### src/rtl/lcgrd_pkg.sv
// lcgrd_pkg: shared constants for the LCG range draw unit and its checker.
// No dependencies.
`default_nettype none

package lcgrd_pkg;

    localparam int DEF_VALUE_WIDTH = 16;

    // residue, multiplier, increment, modulus and seed width
    localparam int RES_W = 31;

    // configuration register indices
    localparam int CFG_IDX_W = 3;
    localparam logic [CFG_IDX_W-1:0] REG_MULT = 3'd0;
    localparam logic [CFG_IDX_W-1:0] REG_INCR = 3'd1;
    localparam logic [CFG_IDX_W-1:0] REG_MOD  = 3'd2;
    localparam logic [CFG_IDX_W-1:0] REG_SEED = 3'd3;
    localparam logic [CFG_IDX_W-1:0] REG_TOP  = 3'd4;
    localparam logic [CFG_IDX_W-1:0] REG_GLEN = 3'd5;

    // reset values
    localparam logic [RES_W-1:0] RST_MULT = 31'd1103515245;
    localparam logic [RES_W-1:0] RST_INCR = 31'd12345;
    localparam logic [RES_W-1:0] RST_MOD  = 31'd2147483647;
    localparam logic [RES_W-1:0] RST_SEED = 31'd1;
    localparam int               RST_TOP  = 6;
    localparam int               RST_GLEN = 10;

endpackage

`default_nettype wire

### src/rtl/lcg_range_draw_with_spread_unit.sv
// lcg_range_draw_with_spread_unit: LCG draw generator with group spread tracking.
// Depends on lcgrd_pkg.
//
// Channel   Direction  Signals
// tick      in         i_tick_valid / o_tick_ready, i_tick
// result    out        o_res_valid / i_res_ready, o_draw_value, o_spread, o_group_end
// config    in         i_cfg_we, i_cfg_idx, i_cfg_data (no handshake)
//
// A request with tick one makes two passes through one multiplier and one
// restoring divider that retires a quotient bit per cycle, first for the
// modulo, then for the range scaling.
// A request with tick zero is taken and does nothing.
// Reset is synchronous, active low; the first request can be taken right after it.
// A finished result waits in the output register; a new request is taken while
// it waits, and the unit stalls only when the next result finds it still full.
`default_nettype none

module lcg_range_draw_with_spread_unit #(
    parameter int VALUE_WIDTH = lcgrd_pkg::DEF_VALUE_WIDTH
) (
    input  logic                                   i_clk,
    input  logic                                   i_rst_n,
    input  logic                                   i_cfg_we,
    input  logic [lcgrd_pkg::CFG_IDX_W-1:0]        i_cfg_idx,
    input  logic [((VALUE_WIDTH > lcgrd_pkg::RES_W) ?
                   VALUE_WIDTH : lcgrd_pkg::RES_W)-1:0] i_cfg_data,
    input  logic                                   i_tick_valid,
    output logic                                   o_tick_ready,
    input  logic                                   i_tick,
    output logic                                   o_res_valid,
    input  logic                                   i_res_ready,
    output logic [VALUE_WIDTH-1:0]                 o_draw_value,
    output logic [VALUE_WIDTH-1:0]                 o_spread,
    output logic                                   o_group_end
);
    import lcgrd_pkg::*;

    localparam int MulBW = (VALUE_WIDTH > RES_W) ? VALUE_WIDTH : RES_W;
    localparam int ProdW = RES_W + MulBW;
    localparam int DivW  = ProdW + 1;
    localparam int CntW  = $clog2(DivW);

    typedef logic [MulBW-1:0]       t_mulb;
    typedef logic [ProdW-1:0]       t_prod;
    typedef logic [DivW-1:0]        t_div;
    typedef logic [VALUE_WIDTH-1:0] t_val;

    localparam logic [2:0] ST_IDLE = 3'd0;
    localparam logic [2:0] ST_MUL  = 3'd1;
    localparam logic [2:0] ST_LOAD = 3'd2;
    localparam logic [2:0] ST_DIV  = 3'd3;
    localparam logic [2:0] ST_STEP = 3'd4;
    localparam logic [2:0] ST_OUT  = 3'd5;

    // configuration registers
    logic [RES_W-1:0] r_mult, r_incr, r_mod, r_seed;
    t_val             r_top, r_glen;

    // sequencer and datapath
    logic [2:0]       r_state;
    logic             r_phase;      // 0: modulo pass, 1: scaling pass
    logic [CntW-1:0]  r_cnt;
    t_prod            r_prod;
    t_div             r_div;
    logic [RES_W-1:0] r_rem;
    logic [RES_W-1:0] r_residue;
    t_val             r_min, r_max, r_count;

    // result register
    logic             r_res_valid;
    t_val             r_draw, r_spread;
    logic             r_group_end;

    logic [RES_W:0]   eff_mod;
    t_val             eff_top;
    t_mulb            mul_b;
    logic [RES_W:0]   trial;
    logic             ge;
    logic [RES_W-1:0] n_rem;
    t_div             n_div;
    t_val             n_draw, n_max, n_min, n_count;
    logic             last;
    logic             out_free;
    logic             cfg_hit;
    logic [RES_W-1:0] n_seed;
    t_val             n_top;

    assign eff_mod = (r_mod == '0) ? {1'b1, {RES_W{1'b0}}} : {1'b0, r_mod};
    assign eff_top = (r_top == '0) ? t_val'(1) : r_top;
    assign mul_b   = r_phase ? t_mulb'(eff_top) : t_mulb'(r_mult);

    // restoring division step, one quotient bit per cycle
    assign trial = {r_rem, r_div[DivW-1]};
    assign ge    = (trial >= eff_mod);
    assign n_rem = ge ? RES_W'(trial - eff_mod) : trial[RES_W-1:0];
    assign n_div = {r_div[DivW-2:0], ge};

    // quotient is below range_top, so the draw fits
    assign n_draw  = r_div[VALUE_WIDTH-1:0] + t_val'(1);
    assign n_max   = (n_draw > r_max) ? n_draw : r_max;
    assign n_min   = (n_draw < r_min) ? n_draw : r_min;
    assign n_count = r_count + t_val'(1);
    assign last    = (n_count == r_glen);

    assign out_free = !r_res_valid || i_res_ready;

    assign cfg_hit = i_cfg_we && (i_cfg_idx <= REG_GLEN);
    assign n_seed  = (i_cfg_idx == REG_SEED) ? i_cfg_data[RES_W-1:0] : r_seed;
    assign n_top   = (i_cfg_idx == REG_TOP) ? i_cfg_data[VALUE_WIDTH-1:0] : r_top;

    always_ff @(posedge i_clk) begin
        if (!i_rst_n) begin
            r_mult <= RST_MULT;
            r_incr <= RST_INCR;
            r_mod  <= RST_MOD;
            r_seed <= RST_SEED;
            r_top  <= t_val'(RST_TOP);
            r_glen <= t_val'(RST_GLEN);
        end else if (i_cfg_we) begin
            case (i_cfg_idx)
                REG_MULT: r_mult <= i_cfg_data[RES_W-1:0];
                REG_INCR: r_incr <= i_cfg_data[RES_W-1:0];
                REG_MOD:  r_mod  <= i_cfg_data[RES_W-1:0];
                REG_SEED: r_seed <= i_cfg_data[RES_W-1:0];
                REG_TOP:  r_top  <= i_cfg_data[VALUE_WIDTH-1:0];
                REG_GLEN: r_glen <= i_cfg_data[VALUE_WIDTH-1:0];
                default:  ;
            endcase
        end
    end

    always_ff @(posedge i_clk) begin
        if (!i_rst_n) begin
            r_state     <= ST_IDLE;
            r_phase     <= 1'b0;
            r_cnt       <= '0;
            r_residue   <= RST_SEED;
            r_min       <= t_val'(RST_TOP);
            r_max       <= t_val'(1);
            r_count     <= '0;
            r_res_valid <= 1'b0;
        end else begin
            if (r_res_valid && i_res_ready && !(r_state == ST_OUT && out_free))
                r_res_valid <= 1'b0;

            case (r_state)
                ST_IDLE: begin
                    // a write and a request on the same edge: write first
                    if (cfg_hit) begin
                        r_residue <= n_seed;
                        r_min     <= (n_top == '0) ? t_val'(1) : n_top;
                        r_max     <= t_val'(1);
                        r_count   <= '0;
                    end
                    if (i_tick_valid && i_tick) begin
                        r_phase <= 1'b0;
                        r_state <= ST_MUL;
                    end
                end
                ST_MUL: begin
                    r_state <= ST_LOAD;
                end
                ST_LOAD: begin
                    r_cnt   <= CntW'(DivW - 1);
                    r_state <= ST_DIV;
                end
                ST_DIV: begin
                    r_cnt <= r_cnt - CntW'(1);
                    if (r_cnt == '0)
                        r_state <= ST_STEP;
                end
                ST_STEP: begin
                    if (!r_phase) begin
                        r_residue <= r_rem;
                        r_phase   <= 1'b1;
                        r_state   <= ST_MUL;
                    end else begin
                        r_state <= ST_OUT;
                    end
                end
                ST_OUT: begin
                    if (out_free) begin
                        r_res_valid <= 1'b1;
                        if (last) begin
                            r_min   <= eff_top;
                            r_max   <= t_val'(1);
                            r_count <= '0;
                        end else begin
                            r_min   <= n_min;
                            r_max   <= n_max;
                            r_count <= n_count;
                        end
                        r_state <= ST_IDLE;
                    end
                end
                default: r_state <= ST_IDLE;
            endcase
        end
    end

    // datapath registers, no reset needed
    always_ff @(posedge i_clk) begin
        if (r_state == ST_MUL)
            r_prod <= t_prod'(r_residue) * t_prod'(mul_b);
        if (r_state == ST_LOAD) begin
            r_div <= t_div'(r_prod) + (r_phase ? t_div'(0) : t_div'(r_incr));
            r_rem <= '0;
        end else if (r_state == ST_DIV) begin
            r_div <= n_div;
            r_rem <= n_rem;
        end
        if (r_state == ST_OUT && out_free) begin
            r_draw      <= n_draw;
            r_spread    <= t_val'(1) + n_max - n_min;
            r_group_end <= last;
        end
    end

    assign o_tick_ready = (r_state == ST_IDLE);
    assign o_res_valid  = r_res_valid;
    assign o_draw_value = r_draw;
    assign o_spread     = r_spread;
    assign o_group_end  = r_group_end;

endmodule

`default_nettype wire

### config.mk
export PLATFORM = sky130hd
export DESIGN_NAME = lcg_range_draw_with_spread_unit
export DESIGN_NICKNAME = d
export VERILOG_FILES = /design/src/rtl/lcgrd_pkg.sv /design/src/rtl/lcg_range_draw_with_spread_unit.sv
export SDC_FILE = /design/constraint.sdc
export NUM_CORES = 2
export LEC_CHECK = 0
export ABC_AREA = 0
export BUFFER_PORTS_ARGS = -buffer_cell sky130_fd_sc_hd__buf_4
export CAP_MARGIN = 20
export CORE_MARGIN = 3
export CORE_UTILIZATION = 55
export DETAILED_ROUTE_END_ITERATION = 8
export GPL_TIMING_DRIVEN = 1
export HOLD_SLACK_MARGIN = 0.1
export PLACE_DENSITY = 0.67
export SETUP_SLACK_MARGIN = 0.02
export SLEW_MARGIN = 20
export SYNTH_ARGS = -nofsm -noshare
export SYNTH_HDL_FRONTEND = slang
export SYNTH_SLANG_ARGS = --single-unit
### constraint.sdc
create_clock -name i_clk -period 8.35 [get_ports i_clk]
set_input_delay 0 -clock i_clk [delete_from_list [all_inputs] [get_ports i_clk]]
set_output_delay 0 -clock i_clk [all_outputs]
set_load 0.01 [all_outputs]
* Word-level counts from Yosys, hierarchy flattened
Cells that the tools add are included.
** Word-level totals
- Output and inout bits :: 35
- Word-level logic and storage cells :: 111
- Bits of input ports :: 40
- Bits in registers :: 435
** Cells by class
- Multiplexer cells :: 38
- Equal/unequal tests :: 16
- Add/sub/neg operators :: 7
- Reduce and logical (&&, ||, !) cells :: 25
- Multipliers :: 1
- $lt $le $gt $ge :: 4
** Operator list (count)
- $mux 16 :: 14
- $mux 31 :: 6
- $mux 63 :: 2
- $pmux 16 s2 :: 3
- $add 62x31->63 :: 1
- $mul 31x31->62 :: 1
- $pmux 31 s2 :: 1
- $add 16x1->16 const B :: 2
- $ge 32x32->1 :: 1
- $logic_not 16->1 :: 2
- $mux 32 :: 1
- $logic_not 31->1 :: 1
- $sub 31x31->31 :: 1
- $pmux 3 s6 :: 1
- $add 1x16->16 const A :: 1
- $eq 16x16->1 :: 1
- $gt 16x16->1 :: 1
- $lt 16x16->1 :: 1
- $sub 16x16->16 :: 1
- $eq 3x2->1 const B :: 4
- $eq 3x3->1 const B :: 4
- $mux 3 :: 4
- $pmux 6 s2 :: 1
- $reduce_and 2->1 :: 5
- other kinds (14) :: 31

* Longest topological paths before layout
- Depth after elaboration :: 8
- Mapped depth :: 31
- Depth with buffers taken out :: 28

* Worst setup path after synthesis
OpenSTA, ideal clock, no wires.
- Path type :: flip-flop to flip-flop
- From :: register r_phase
- To :: register r_prod[52], data pin
- Buffers on the path :: 3
- Cell stages (with the launch flop) :: 28
- Slack :: 0.663 ns
- Clock period less this slack :: 7.687 ns
- Setup time :: 0.259 ns
- Arrival time :: 7.427 ns
- Required time :: 8.091 ns
- Cells stage by stage :: dfxtp_1 > clkbuf_1 > mux2_2 > clkbuf_1 > and2_1 > fa_1 > fa_1 > fa_1 > inv_1 > fa_1 > inv_1 > fa_1 > inv_1 > fa_1 > inv_1 > fa_1 > fa_1 > ha_1 > clkbuf_1 > a221oi_1 > o21ai_0 > a21oi_1 > o21ai_0 > o2111ai_1 > a21oi_1 > nor3b_1 > o21ai_0 > xnor2_1
** Between the ends
- Word-level cells in the longest chain between the ends :: 2
** Ends and longest elaborated chain
- start, declared :: line lcg_range_draw_with_spread_unit.sv:61 : logic r_phase;
- start signal, assigned :: line lcg_range_draw_with_spread_unit.sv:135 : r_phase <= 1'b0;
- start signal, assigned :: line lcg_range_draw_with_spread_unit.sv:156 : r_phase <= 1'b0;
- start signal, assigned :: line lcg_range_draw_with_spread_unit.sv:175 : r_phase <= 1'b1;
- $mux 31 :: line lcg_range_draw_with_spread_unit.sv:90 : assign mul_b = r_phase ? t_mulb'(eff_top) : t_mulb'(r_mult);
- $mul 31x31->62 :: line lcg_range_draw_with_spread_unit.sv:204 : r_prod <= t_prod'(r_residue) * t_prod'(mul_b);
- end signal, assigned :: line lcg_range_draw_with_spread_unit.sv:204
- end, declared :: line lcg_range_draw_with_spread_unit.sv:63 : t_prod r_prod;
No other way between the ends.
A chain may end at the register's enable or synchronous reset.

* Final worst setup path
- From :: register r_phase
- To :: register r_prod[55], data pin
The elaborated chain is that of the path after synthesis.

==> flow_summary.json <==
{
  "intPower_mw": 5.572,
  "nets": 7321,
  "startpoint_type": "flip-flop",
  "post-route-period-util_pct": 97.02,
  "crit_type": "reg -> reg",
  "area_growth_pct": 8.639,
  "vias_per_cell": 5.802,
  "drt-initial-drc-count": 3736,
  "cts_made_buffers": 44,
  "avgSynthCellArea_um2": 8.941,
  "p_clk_share_pct": 22.9,
  "ys_warn_count": 0,
  "wl_mm": 153.0,
  "drive_gt1_share_pct": 6.891,
  "hold_slack_ns": 0.3068,
  "drt_first_pass_iters": 8,
  "drc": 0,
  "portBuffers": 74,
  "cap_violations": 0,
  "grt_pass1_vias": 43490,
  "num-fill-cells": 8460,
  "coreArea_mm2": 0.09728,
  "grt_overflow": 0,
  "cp.arrival_ns": 8.41,
  "cellPowerDensity_mw_per_mm2": 158.3,
  "antenna_found_initial": 3,
  "die-height_um": 320.3,
  "ys_async_sr_fraction_pct": 0,
  "die_area_mm2": 0.1026,
  "start_util_pct": 55.85,
  "final.min_clock_period_ns": 8.101,
  "cts_buffer_depth": 3,
  "r2r-end": "r_prod[55]",
  "slew_violations": 0,
  "fp-row-count": 114,
  "worstHoldPathCells": 4,
  "path_max_fanout": 38,
  "htreeDepth": 2,
  "grt_usage_pct": 30.21,
  "end_kind": "flip-flop",
  "num_io_pins": 75,
  "synth_area_mm2": 0.05433,
  "cts_root_buf": "clkbuf_16",
  "fin_skew_ns": 0.02724,
  "regToRegSetupSlack_ns": 0.25,
  "min_from": "i_cfg_data[17]",
  "syn_inst": 6076,
  "die_x_um": 320.3,
  "dpl.hpwl_mm": 117.3,
  "synth_nets": 7338,
  "max_freq_mhz": 123.4,
  "power_frac_seq_pct": 28.5,
  "clkSinkCount": 435,
  "worst-endpoint-required_ns": 8.66,
  "leakage_nw": 26.64,
  "grt_pass1_wl_mm": 244.0,
  "final_hold_viol_count": 0,
  "postRouteAntennaNets": 0,
  "pwr-share-comb_pct": 48.5,
  "slew_headroom_pct": 30.11,
  "rsz0062_at_grt": "no",
  "synth_edf_count": 158,
  "max-vdd-ir-drop_mv": 0.1768,
  "max_slew.worst_pin.slew_ns": 1.045,
  "clock_latency_ns": 0.58,
  "grt_max_degree": 86,
  "synth_seq_cells": 435,
  "gp_congestion": 0.9060,
  "holdPathEnd": "r_mod[17]",
  "timing.setup.tns_ns": 0,
  "setup_viol": 0,
  "hold_class": "in -> reg",
  "tritoncts": "done",
  "path_clk_slew_ns": 0.07,
  "ys_types": 88,
  "switching_power_mw": 3.774,
  "p_sw_share_pct": 40.38,
  "status": "finished, final reports clean",
  "synth-main-ff-cell": "dfxtp_1",
  "yosysSeqAreaShare_pct": 18.94,
  "vias": 42770,
  "reg2reg_depth": 25,
  "worstReg2RegStart": "r_phase",
  "wire_per_inst_um": 20.75
}
==> registers in the layout (all words and copies together), names as in the netlist <==
signal        flops
r_div            63
r_prod           62
r_incr           31
r_mod            31
r_mult           31
r_rem            31
r_residue        31
r_seed           31
o_draw_value     16
o_spread         16
r_count          16
r_glen           16
r_max            16
r_min            16
r_top            16
r_cnt             6
r_state           3
o_group_end       1
o_res_valid       1
r_phase           1
==> routing by layer <==
metal	vias to the layer above	global-route usage, %	routed length, µm
met2	1509	50.10	72360
met1	21590	41.51	64840
met3	329	3.193	9281
met4	2	10.73	6457
met5	-	0	12
li1	19340	-	-
==> cells in the final DEF, fill, tap and decap left out, types with 45 or more instances in the layout <==
cell and count:
nand2_1 987, inv_1 844, fa_1 840, ha_1 382
and2_1 364, dfxtp_1 275, a21oi_1 265, nor2_1 243
buf_4 238, o21ai_0 184, edfxtp_1 158, nor2b_1 137
xnor2_1 121, a211oi_1 80, a21o_1 73, nand3_1 69
mux2i_1 66, xor2_1 65, dlygate4sd3_1 47, clkbuf_16 46
o211ai_1 45
==> power groups by stage <==
stage | Clock [mW] | Sequential (mW) | Combinational, mW
6_report | 2.14 | 2.67 | 4.54
3_3_place_gp | 0 | 2.71 | 4.40
5_1_grt | 2.25 | 2.68 | 5.04
3_5_place_dp | 0 | 2.71 | 4.43
2_1_floorplan | 0 | 2.64 | 2.97
4_1_cts | 2.16 | 2.66 | 4.51
==> cell families (layout without fill, tap and decap cells) <==
kind of cell    Yosys count  count (layout)  share of synthesized area (%)
fa+ha+maj              1222            1222                          39.75
other cells               0               1                              0
simple gates           2058            2058                          18.00
buf+inv                1219            1238                          8.537
compound gates          867             867                          10.04
xor+xnor                189             189                          3.111
mux                      86              86                          1.624
flops                   435             435                          18.94
==> final cells by class <==
cell class / count / area [µm²] / share of cell area [%]
Tap cell: 1276 / 1597 / 2.705
Antenna cell: 1 / 2.502 / 0.004240
Clock buffer: 52 / 1194 / 2.022
Multi-Input combinational cell: 4422 / 39680 / 67.23
Timing Repair Buffer: 310 / 2744 / 4.649
Clock inverter: 30 / 329.1 / 0.5575
Inverter: 846 / 3179 / 5.387
Sequential cell: 435 / 10290 / 17.44
==> critical path, stage by stage, from the launching register on <==
cell	delay, ns
dfxtp_4	0.42
buf_12	0.20
nor2b_2	0.55
nand2_1	0.17
fa_1	0.53
fa_1	0.54
inv_1	0.04
fa_1	0.47
inv_1	0.05
fa_1	0.50
fa_1	0.51
inv_1	0.05
fa_1	0.44
fa_1	0.56
fa_1	0.45
ha_1	0.38
buf_4	0.17
a21oi_1	0.26
o21ai_1	0.19
nor3_1	0.20
inv_1	0.08
a31oi_2	0.22
buf_4	0.20
o311a_1	0.30
o31ai_1	0.13
xor2_1	0.15
==> worst max path at each step <==
stage	depth (start not counted)	startpoint	to
after floorplan	27	r_phase	r_prod[52]
after global placement	27	r_phase	r_prod[45]
after detailed placement	27	r_phase	r_prod[45]
after CTS	28	r_phase	r_prod[47]
after global routing	27	r_phase	r_prod[61]
final	25	r_phase	r_prod[55]
==> metrics by stage <==
stage	instance area [µm²]	total power, mW	std cells	setup WS, ns	utilization (%)
floorplan	54330	5.611	6076	0.6635	-
global placement	56850	7.104	7239	0.02603	58.44
detailed placement	56850	7.138	7239	0.04633	58.44
CTS	58840	9.332	7368	0.02695	60.49
global route	59020	9.962	7371	0.01323	60.67
finish	59020	9.345	7372	0.2491	60.67
==> synth_stat cells, drive strengths merged (6+ instances only) <==
library cell	number	area [µm²]
o22ai	7	43.79
mux2	17	191.4
xor2	65	569.3
o221ai	16	140.1
nand2	991	3732
a2111oi	10	87.58
a21oi	271	1356
fa	840	16820
o31ai	15	112.6
or2	6	37.54
or3	14	87.58
nor3	38	201.5
inv	846	3176
nor2b	153	957.2
a22oi	14	105.1
xnor2	122	1076
nand4	40	256.5
nand3b	6	45.04
nand3	69	345.3
nor3b	18	135.1
a21o	73	548.0
edfxtp	158	4745
o211ai	45	337.8
buf	23	146.4
and2	365	2285
ha	382	4780
o21ai	198	990.9
a31oi	25	156.4
dfxtp	277	5545
a311oi	8	70.07
clkbuf	350	1316
o21bai	18	135.1
nor2	244	915.9
mux2i	69	690.7
nand2b	23	143.9
o21a	15	112.6
nor4	22	137.6
a211oi	81	608.1
and4	7	61.31
a21boi	9	67.56
a211o	6	52.55
and3	44	276.5
==> what timing repair did <==
item | 4_1_cts | 5_1_grt
hold buffers | 47 | 0
hold endpoints to repair | 188 | 0
pin swaps | 0 | 1
setup endpoints to repair | 2 | 26
gates resized for setup | 1 | 35
setup buffers | 0 | 3
(Power assumes the default switching activity.)
